### src/rtl/mrp_pkg.sv
`timescale 1ns / 1ps

package mrp_pkg;

    localparam int LENGTH_BITS_DEF = 9;

    localparam logic [7:0]  EXC_FLAG  = 8'h80;
    localparam logic [7:0]  FC_READ   = 8'h03;
    localparam logic [7:0]  MIN_FRAME = 8'd5;
    localparam logic [15:0] CRC_INIT  = 16'hFFFF;
    localparam logic [15:0] CRC_POLY  = 16'hA001;

    typedef enum logic [2:0] {
        ST_OK         = 3'd0,
        ST_TOO_SHORT  = 3'd1,
        ST_CRC_ERROR  = 3'd2,
        ST_EXCEPTION  = 3'd3,
        ST_BAD_FUNC   = 3'd4,
        ST_INCOMPLETE = 3'd5
    } status_t;

    typedef enum logic {
        KIND_WORD   = 1'b0,
        KIND_STATUS = 1'b1
    } kind_t;

    typedef struct packed {
        kind_t       kind;
        logic [15:0] reg_value;
        logic [6:0]  reg_index;
        status_t     status;
        logic [7:0]  slave_id;
        logic [7:0]  exception_code;
        logic [6:0]  reg_count;
    } result_t;

    // CRC-16/MODBUS, reflected, one byte
    function automatic logic [15:0] crc16_byte(input logic [15:0] crc, input logic [7:0] b);
        logic [15:0] c;
        c = crc ^ {8'h00, b};
        for (int i = 0; i < 8; i++) begin
            if (c[0])
                c = (c >> 1) ^ CRC_POLY;
            else
                c = c >> 1;
        end
        return c;
    endfunction

endpackage

### src/rtl/mrp_frame.sv
`timescale 1ns / 1ps

module mrp_frame
    import mrp_pkg::*;
#(
    parameter int LENGTH_BITS = LENGTH_BITS_DEF
)
(
    input  logic       clk,
    input  logic       rst_n,
    input  logic       step,
    input  logic [7:0] rx_byte,
    input  logic       end_of_frame,
    output logic       res_valid,
    output result_t    res
);

    localparam logic [LENGTH_BITS-1:0] LEN_MAX = {LENGTH_BITS{1'b1}};
    localparam logic [LENGTH_BITS-1:0] POS_DATA = LENGTH_BITS'(3);

    logic [15:0]            crc_reg, crc_next;
    logic [LENGTH_BITS-1:0] len_reg, len_next;
    logic [7:0]             slave_reg, slave_next;
    logic [7:0]             func_reg, func_next;
    logic [7:0]             data_reg, data_next;
    logic [7:0]             high_reg, high_next;
    logic [6:0]             widx_reg, widx_next;

    logic [LENGTH_BITS-1:0] off;
    logic [LENGTH_BITS:0]   len_ext;
    logic [LENGTH_BITS:0]   need_len;
    logic [LENGTH_BITS:0]   data_ext;
    status_t                st;

    always_comb
    begin
        crc_next   = crc16_byte(crc_reg, rx_byte);
        len_next   = (len_reg == LEN_MAX) ? len_reg : len_reg + 1'b1;
        slave_next = (len_reg == '0) ? rx_byte : slave_reg;
        func_next  = (len_reg == LENGTH_BITS'(1)) ? rx_byte : func_reg;
        data_next  = (len_reg == LENGTH_BITS'(2)) ? rx_byte : data_reg;
        high_next  = high_reg;
        widx_next  = widx_reg;

        off      = len_reg - POS_DATA;
        len_ext  = {1'b0, len_next};
        data_ext = {{(LENGTH_BITS - 7){1'b0}}, data_reg};
        need_len = {{(LENGTH_BITS - 7){1'b0}}, MIN_FRAME}
                 + {{(LENGTH_BITS - 7){1'b0}}, data_next};

        // status priority: first failing check wins
        if (len_ext < {{(LENGTH_BITS - 7){1'b0}}, MIN_FRAME})
            st = ST_TOO_SHORT;
        else if (crc_next != 16'h0000)
            st = ST_CRC_ERROR;
        else if ((func_next & EXC_FLAG) != 8'h00)
            st = ST_EXCEPTION;
        else if (func_next != FC_READ)
            st = ST_BAD_FUNC;
        else if (len_ext < need_len)
            st = ST_INCOMPLETE;
        else
            st = ST_OK;

        res_valid = 1'b0;
        res       = '0;

        if (end_of_frame)
        begin
            res_valid          = 1'b1;
            res.kind           = KIND_STATUS;
            res.status         = st;
            res.slave_id       = slave_next;
            res.exception_code = (st == ST_EXCEPTION) ? data_next : 8'h00;
            res.reg_count      = (st == ST_OK) ? data_next[7:1] : 7'd0;
            // frame done: back to the idle frame state
            crc_next   = CRC_INIT;
            len_next   = '0;
            slave_next = 8'h00;
            func_next  = 8'h00;
            data_next  = 8'h00;
            widx_next  = 7'd0;
        end
        else if (len_reg >= POS_DATA && func_reg == FC_READ)
        begin
            if (!off[0])
            begin
                if ({1'b0, off} + 1'b1 < data_ext)
                    high_next = rx_byte;
            end
            else if ({1'b0, off} < data_ext)
            begin
                res_valid     = 1'b1;
                res.kind      = KIND_WORD;
                res.reg_value = {high_reg, rx_byte};
                res.reg_index = widx_reg;
                res.slave_id  = slave_reg;
                widx_next     = widx_reg + 1'b1;
            end
        end

        if (end_of_frame)
            high_next = 8'h00;
    end

    always_ff @(posedge clk or negedge rst_n)
    begin
        if (!rst_n)
        begin
            crc_reg   <= CRC_INIT;
            len_reg   <= '0;
            slave_reg <= 8'h00;
            func_reg  <= 8'h00;
            data_reg  <= 8'h00;
            high_reg  <= 8'h00;
            widx_reg  <= 7'd0;
        end
        else if (step)
        begin
            crc_reg   <= crc_next;
            len_reg   <= len_next;
            slave_reg <= slave_next;
            func_reg  <= func_next;
            data_reg  <= data_next;
            high_reg  <= high_next;
            widx_reg  <= widx_next;
        end
    end

endmodule

### src/rtl/mrp_out.sv
`timescale 1ns / 1ps

module mrp_out
    import mrp_pkg::*;
(
    input  logic    clk,
    input  logic    rst_n,
    input  logic    load,
    input  logic    res_valid,
    input  result_t res,
    input  logic    out_stall,
    output logic    out_free,
    output logic    out_valid,
    output result_t out_res
);

    logic    valid_reg, valid_next;
    result_t res_reg;

    assign out_free   = !valid_reg || !out_stall;
    assign valid_next = out_free ? (load && res_valid) : valid_reg;
    assign out_valid  = valid_reg;
    assign out_res    = res_reg;

    always_ff @(posedge clk or negedge rst_n)
    begin
        if (!rst_n)
            valid_reg <= 1'b0;
        else
            valid_reg <= valid_next;
    end

    always_ff @(posedge clk)
    begin
        if (load && res_valid)
            res_reg <= res;
    end

endmodule

### src/rtl/modbus_read_response_parser_top.sv
`timescale 1ns / 1ps

// Modbus RTU read-holding-registers response parser.
// Input channel: one frame byte per word on rx_byte, end_of_frame set on the
// last byte; accepted when in_valid is high and in_stall is low.
// Output channel: one result word per accepted byte at most. kind 0 is a
// register word (reg_value, reg_index, slave_id), emitted when the second
// byte of a data pair arrives; kind 1 is the frame status, emitted on the
// last byte, carrying status, slave_id, exception_code and reg_count.
// Words of a frame whose status is not ok must be dropped downstream.
// Path from input acceptance to out_valid: input register, then CRC update
// and checks, then output register.
// Throughput: one byte per cycle unless stalled; the byte-wide CRC update
// and the checks fit in the single logic stage between the two registers.
// Stall: when out_stall holds a pending result, the input register stops
// and in_stall rises while it is occupied; nothing is lost or repeated.
// Reset: clears the frame state (CRC to 0xFFFF, counters to zero) and
// empties both registers; no clearing pass is needed.
module modbus_read_response_parser_top
    import mrp_pkg::*;
#(
    parameter int LENGTH_BITS = LENGTH_BITS_DEF
)
(
    input  logic        clk,
    input  logic        rst_n,
    input  logic        in_valid,
    output logic        in_stall,
    input  logic [7:0]  rx_byte,
    input  logic        end_of_frame,
    output logic        out_valid,
    input  logic        out_stall,
    output logic        kind,
    output logic [15:0] reg_value,
    output logic [6:0]  reg_index,
    output logic [2:0]  status,
    output logic [7:0]  slave_id,
    output logic [7:0]  exception_code,
    output logic [6:0]  reg_count
);

    // input register
    logic       in_valid_reg;
    logic [7:0] byte_reg;
    logic       eof_reg;

    logic    out_free;
    logic    step;
    logic    res_valid;
    result_t res;
    result_t out_res;

    // the held byte moves on whenever the output register can take a result
    assign step     = in_valid_reg && out_free;
    assign in_stall = in_valid_reg && !out_free;

    always_ff @(posedge clk or negedge rst_n)
    begin
        if (!rst_n)
            in_valid_reg <= 1'b0;
        else if (!in_stall)
            in_valid_reg <= in_valid;
    end

    always_ff @(posedge clk)
    begin
        if (in_valid && !in_stall)
        begin
            byte_reg <= rx_byte;
            eof_reg  <= end_of_frame;
        end
    end

    mrp_frame #(
        .LENGTH_BITS (LENGTH_BITS)
    ) u_frame (
        .clk          (clk),
        .rst_n        (rst_n),
        .step         (step),
        .rx_byte      (byte_reg),
        .end_of_frame (eof_reg),
        .res_valid    (res_valid),
        .res          (res)
    );

    mrp_out u_out (
        .clk       (clk),
        .rst_n     (rst_n),
        .load      (step),
        .res_valid (res_valid),
        .res       (res),
        .out_stall (out_stall),
        .out_free  (out_free),
        .out_valid (out_valid),
        .out_res   (out_res)
    );

    assign kind           = out_res.kind;
    assign reg_value      = out_res.reg_value;
    assign reg_index      = out_res.reg_index;
    assign status         = out_res.status;
    assign slave_id       = out_res.slave_id;
    assign exception_code = out_res.exception_code;
    assign reg_count      = out_res.reg_count;

endmodule

### config.mk
export PLATFORM = sky130hd
export DESIGN_NAME = modbus_read_response_parser_top
export DESIGN_NICKNAME = d
export VERILOG_FILES = /design/src/rtl/mrp_pkg.sv /design/src/rtl/mrp_frame.sv /design/src/rtl/mrp_out.sv /design/src/rtl/modbus_read_response_parser_top.sv
export SDC_FILE = /design/constraint.sdc
export NUM_CORES = 1
export LEC_CHECK = 0
export BUFFER_PORTS_ARGS = -buffer_cell sky130_fd_sc_hd__buf_2
export CAP_MARGIN = 30
export CORE_ASPECT_RATIO = 0.9
export CORE_MARGIN = 4
export CORE_UTILIZATION = 35
export DETAILED_ROUTE_END_ITERATION = 16
export GPL_TIMING_DRIVEN = 0
export PLACE_DENSITY = 0.5
export SYNTH_ARGS = -nofsm -noshare
export SYNTH_HDL_FRONTEND = slang
export SYNTH_SLANG_ARGS = --single-unit
### constraint.sdc
create_clock -name clk -period 14.5 [get_ports clk]
set_input_delay 0.725 -clock clk [delete_from_list [all_inputs] [get_ports clk]]
set_output_delay 0.725 -clock clk [all_outputs]
set_load 0.01 [all_outputs]
== Yosys cells after proc, flatten, opt, wreduce, memory -nomap -nowiden ==
Cells that the tools add are included.

* Flip-flop bits (word level): 125
* Word-level logic and storage cells: 110

* $add $sub $neg: 5
* Order comparisons: 5
* Equal/unequal tests: 7
* Mux-type cells: 41
* Bitwise logic cells: 12
* Reductions and logical operators: 22

{| class="wikitable"
|+ Operators with widths
! cell !! number
|-
| 16-bit two-way mux || 9
|-
| 8-bit two-way mux || 14
|-
| 24-bit two-way mux || 2
|-
| 7-bit two-way mux || 4
|-
| 2-bit NOT with 3-bit output || 8
|-
| 23-bit two-way mux || 1
|-
| 9-bit two-way mux || 2
|-
| 16-bit nonzero test || 1
|-
| 16-bit by 8-bit XOR with 16-bit output || 1
|-
| 3-bit two-way mux || 5
|-
| 9-bit by 1-bit adder with 10-bit output (second input constant) || 1
|-
| 10-bit by 8-bit < comparator with 1-bit output || 1
|-
| 9-bit by 10-bit < comparator with 1-bit output || 1
|-
| 3-bit by 8-bit adder with 9-bit output (first input constant) || 1
|-
| 9-bit by 1-bit adder with 9-bit output (second input constant) || 1
|-
| 9-bit by 1-bit equality test with 1-bit output (second input constant) || 1
|-
| 9-bit by 2-bit equality test with 1-bit output (second input constant) || 1
|-
| 9-bit equality test (second input constant) || 1
|-
| 9-bit by 2-bit greater-or-equal comparator with 1-bit output (second input constant) || 1
|-
| 9-bit logical NOT || 1
|-
| 9-bit by 3-bit < comparator with 1-bit output (second input constant) || 1
|-
| 9-bit by 8-bit < comparator with 1-bit output || 1
|-
| 9-bit by 2-bit subtractor with 9-bit output (second input constant) || 1
|-
| 8-bit by 2-bit equality test with 1-bit output (second input constant) || 1
|-
| other kinds (14) || 31
|}

== Depth between registers and ports, before layout ==
* Depth after elaboration: 22
* Depth in mapped cells: 16
* Depth with buffers taken out: 16

== By module ==
Synthesis repeated with hierarchy kept, for this count alone.

* Cell total of the unflattened synthesis: 691
* Area, all modules: 7,200.7 sq um

{| class="wikitable"
|+ Modules (own cells, without submodules)
! module !! times used !! cells an instance !! area each (sq um)
|-
| mrp_frame || 1 || 622 || 5,321.4
|-
| mrp_out || 1 || 54 || 1,545.2
|-
| modbus_read_response_parser_top || 1 || 15 || 334.1
|}

== Least setup slack after synthesis ==
Ideal clock, no wire load.

* Kind: reg-to-reg
* Start: register u_frame.len_reg[0]
* End: register u_out.res_reg (netlist bit u_out.out_res[0]) (enable)
* Setup time: 0.475 ns
* Arrival time: 5.222 ns
* Slack: 8.803 ns
* Cell stages (with the launch flop): 12
* Buffers on the path: 1
* Clock period less this slack: 5.697 ns
* Cells stage by stage: dfrtp_1 ha_1 or4_4 buf_6 o21a_1 nor2_1 inv_1 ha_1 a21o_1 a21oi_1 o2111ai_1 a21oi_1

* Cells in the longest elaborated chain, start to end: 7
* Elaborated cells on any way between the ends: 9
* Classes of those cells: add/sub (1); order compare (2); mux (4); reduce/logical (2)

{| class="wikitable"
|+ Ends and longest elaborated chain
! item !! line !! text
|-
| from (decl) || mrp_frame.sv:22 || <nowiki>logic [LENGTH_BITS-1:0] len_reg, len_next;</nowiki>
|-
| from (signal assigned) || mrp_frame.sv:121 || <nowiki>len_reg <= len_next;</nowiki>
|-
| 9-bit by 2-bit subtractor with 9-bit output || mrp_frame.sv:45 || <nowiki>off = len_reg - POS_DATA;</nowiki>
|-
| 9-bit by 8-bit < comparator with 1-bit output || mrp_frame.sv:91 || <nowiki>else if ({1'b0, off} < data_ext)</nowiki>
|-
| 1-bit two-way mux || mrp_frame.sv:91 ||
|-
| 1-bit two-way mux || mrp_frame.sv:86 || <nowiki>if (!off[0])</nowiki>
|-
| 1-bit two-way mux * || mrp_frame.sv:84 || <nowiki>else if (len_reg >= POS_DATA && func_reg == FC_READ)</nowiki>
|-
| 1-bit two-way mux * || mrp_frame.sv:68 || <nowiki>if (end_of_frame)</nowiki>
|-
| 1-bit logical AND * || mrp_out.sv:35 || <nowiki>if (load && res_valid)</nowiki>
|-
| to (signal assigned) || mrp_out.sv:36 || <nowiki>res_reg <= res;</nowiki>
|-
| to (decl) || mrp_out.sv:18 || <nowiki>result_t res_reg;</nowiki>
|}

Every way passes the cells marked *; elsewhere a longest branch is shown, timed or not.
A chain may end at the register's enable or synchronous reset.

== Final worst setup path ==
* Start: register u_frame.len_reg[0]
* End: register u_out.res_reg (netlist bit u_out.out_res[0]), data pin

* Cells in the longest elaborated chain, start to end: 11
* Elaborated cells on any way between the ends: 18
* Classes of those cells: add/sub (2); order compare (2); eq/ne (4); mux (8); reduce/logical (2)

{| class="wikitable"
|+ Ends and longest elaborated chain
! item !! line !! text
|-
| 9-bit by 2-bit equality test with 1-bit output || mrp_frame.sv:41 || <nowiki>data_next = (len_reg == LENGTH_BITS'(2)) ? rx_byte : data_reg;</nowiki>
|-
| 8-bit two-way mux || mrp_frame.sv:41 ||
|-
| 3-bit by 8-bit adder with 9-bit output || mrp_frame.sv:49 || <nowiki>+ {{(LENGTH_BITS - 7){1'b0}}, data_next};</nowiki>
|-
| 9-bit by 10-bit < comparator with 1-bit output || mrp_frame.sv:60 || <nowiki>else if (len_ext < need_len)</nowiki>
|-
| 3-bit two-way mux || mrp_frame.sv:60 ||
|-
| 3-bit two-way mux || mrp_frame.sv:58 || <nowiki>else if (func_next != FC_READ)</nowiki>
|-
| 3-bit two-way mux || mrp_frame.sv:56 || <nowiki>else if ((func_next & EXC_FLAG) != 8'h00)</nowiki>
|-
| 3-bit two-way mux || mrp_frame.sv:54 || <nowiki>else if (crc_next != 16'h0000)</nowiki>
|-
| 3-bit two-way mux || mrp_frame.sv:52 || <nowiki>if (len_ext < {{(LENGTH_BITS - 7){1'b0}}, MIN_FRAME})</nowiki>
|-
| 3-bit logical NOT || mrp_frame.sv:75 || <nowiki>res.reg_count = (st == ST_OK) ? data_next[7:1] : 7'd0;</nowiki>
|-
| 2-bit AND reduction (no line) || -- ||
|}

Several ways; a longest one is shown, not always the timed one.

==> results.txt <==
Clock transition at path regs - 0.07 ns
Worst EP required - 14.63 ns
HP Class - primary input to asynchronous set/reset pin
DR vias/cell - 5.577
Remaining Overflow, GRT - 0
Mapped Cells - 660
CP max stage cell - mux2i_1
Crit share post-route - 33.06%
Commonest non-fill, non-tap cell in the layout - buf_2
Worst slew pin tran - 0.9727 ns
Cell taking the most area after synthesis - edfxtp_1
CP max FO - 10
Relative slew slack - 34.69%
R2r endpoint - u_out.out_res[0]
Critical path launch point type - flip-flop
Iteration-0 DRC count of the detailed router - 353
Layout cells sized above 1 - 20.95%
Clk root buf - clkbuf_16
Maximum clock rate - 0.2086 GHz
Worst Setup SP - u_frame.len_reg[0]
Layout area overhead - 17.85%
Most used cell, CP - ha_1
Net Count, Synth - 703
VDD IR max - 0.09204 mV
H-tree depth - 4
Std-Cell Rows - 48
Post-synth top area share - 25.12%
Hold_buf cts - 0
Skew final - 0.01161 ns
First-pass GRT wire length - 31.06 mm
Worst Path Class, Setup - flip-flop to flip-flop
Final Hold Vio Count - 0
Setup Fix Bufs, Post-CTS - 0
HPWL after DPL - 14.80 mm
# fillers - 1909
Accumulated negative setup slack - 0 ns
Detailed Route WL - 20.12 mm
Number of max-cap violations - 0
Final nets - 789
Global placement routability congestion - 0.8275
PostCTS Resize Cnt - 0
Ys async rst share - 52.80%
Dominant synthesized flop cell - edfxtp_1
Final Hold Slack - 0.2387 ns
CTS tree - built
Sequential-to-total area share from yosys stat - 48.82%
Number of global-route vias before repair - 5444
DRT Pass-1 Iters - 4
Max FFs per register - 50
Synth top area cells - edfxtp_1 25%, dfrtp_1 18%, dfstp_2 6.0%, ha_1 5.3%, xnor2_1 4.2%
DRC - 0
Die H - 142.7 um
Boundary pin count - 65
Yosys warns - 0
Port Buf Inserts - 64
Worst Setup End Kind - flip-flop
Worst Path Arrival - 4.92 ns
Total CTS buffers - 17
Avg Cell Area, Syn - 10.69 um2
Final Slew Violations - 0
Vias - 5627
Biggest cell delay along the critical path - 0.57 ns
# setup viols final - 0
R2R depth - 16
Initial Utilization - 36.25%
Largest net degree at the start of global routing - 39
DIE AREA - 22490 um2
Final ANT Viol Nets - 0
Multi-input gate area - 3323 um2
Most frequent cells in the layout - 76 x buf_2, 59 x edfxtp_1, 55 x nand2_1, 50 x dfrtp_1, 35 x nor2_1
Synthesized area - 7053 um2
Clock Path Buffers - 2
RR Startpoint - u_frame.len_reg[0]
Status - finished, final reports clean
Cell chain of the critical path - inv_2 > ha_1 > nor3b_1 > nand3_1 > mux2i_1 > inv_1 > ha_1 > o21ai_0 > xnor2_1 > mux2i_1 > ha_1 > and4_1 > a221o_1 > a221oi_1 > a21bo_2 > nor3_1
GRT Util Overall - 18.16%
Clock Latency Late Sink - 0.42 ns
Leakage - 3.351 nW
Die width - 157.6 um
RSZ-0062 raised after global routing - no
Diodes inserted - 0
Sink Count - 125
Final min period - 4.794 ns
Initial antenna violation count - 0
FF+latch count, synth - 125
Number of distinct library cells after synthesis - 72
Flop-to-flop setup slack - 9.71 ns
Number of synthesized flops with an enable pin - 59
Register area - 3443 um2
Routed len/inst - 19.94 um
Core ar. - 19460 um2
Cell Pwr Density - 160.4 nW/um2
==> layout make-up <==
class,count,area share [%]
Tap cell,250,3.763
Inverter,29,1.310
Clock buffer,17,5.118
Clock inverter,15,1.671
Sequential cell,125,41.43
Multi-Input combinational cell,464,39.98
Timing Repair Buffer,67,4.456
Buffer,42,2.273
==> Yosys cell counts (4+ instances only) <==
cell type and instances:
edfxtp_1 59, nand2_1 55, dfrtp_1 50, nor2_1 35, xnor2_1 34, ha_1 30, nor3_1 29, inv_1 26
clkbuf_1 25, o21ai_0 23, a21oi_1 21, mux2i_1 20, and2_1 16, dfstp_2 16, a22o_1 14, o21ai_1 14
buf_2 13, o2111ai_1 12, nand3_1 11, and3_1 10, a22oi_1 9, nor2b_1 9, o2bb2ai_1 8, o311ai_2 8
xor2_1 7, a21o_1 6, or3_1 6, nand4_1 5, o21a_1 5, o22ai_1 5, o31ai_1 5, a211oi_1 4
nor4_1 4, nor4b_1 4
==> worst max-delay path by stage <==
stage                       endpoint  slack, ns  cells past startpoint
global placement    u_out.out_res[7]       7.32                     11
finish              u_out.out_res[0]       9.71                     16
floorplan           u_out.out_res[0]       8.80                     11
detailed placement  u_out.out_res[0]       9.77                     15
CTS                 u_out.out_res[0]       9.72                     15
global route        u_out.out_res[1]       9.38                     15
==> layer usage <==
layer	track usage, %	wire length (um)	up-vias
li1	-	-	2630
met1	26.07	9502	2769
met2	27.34	8988	193
met3	3.515	1104	35
met4	6.655	527	0
met5	0	0	-
==> through the flow <==
step           instance area, um2  total power [mW]  std cells  setup slack [ns]  util (%)
4_1_cts                      8312             1.343       1009             9.722     42.71
3_3_place_gp                 7686            0.9167        974             7.315     39.50
5_1_grt                      8312             1.414       1009             9.378     42.71
3_5_place_dp                 7747            0.9272        977             9.768     39.81
6_report                     8312             1.334       1009             9.706     42.71
2_1_floorplan                7053            0.8052        660             8.803         -
==> worst max-delay path, delay by kind of cell (launching register included) <==
kind,cells,cell delay [ns]
AO/OA/AOI/OAI,4,1.34
AND/OR/NAND/NOR,4,0.77
adder cells (fa/ha/maj),3,0.75
multiplexers,2,0.68
flip-flops,1,0.46
buffers and inverters,2,0.34
XOR/XNOR,1,0.15
==> cell families after synthesis <==
logic type               share of synthesized area [%]
adder cells (fa/ha/maj)                          5.322
buffers and inverters                            4.222
AND/OR/NAND/NOR                                  15.03
flip-flops                                       48.82
AO/OA/AOI/OAI                                    17.86
XOR/XNOR                                         5.428
multiplexers                                     3.317
==> report_power, final <==
group / total [mW] / leakage, nW / switching, mW / internal [mW]
Clock: 0.411 / 0.268 / 0.173 / 0.238
Combinational: 0.442 / 1.67 / 0.262 / 0.181
Sequential: 0.480 / 1.41 / 0.0395 / 0.441
Total: 1.33 / 3.35 / 0.474 / 0.859
No activity file was read; power rests on OpenSTA's default activity.
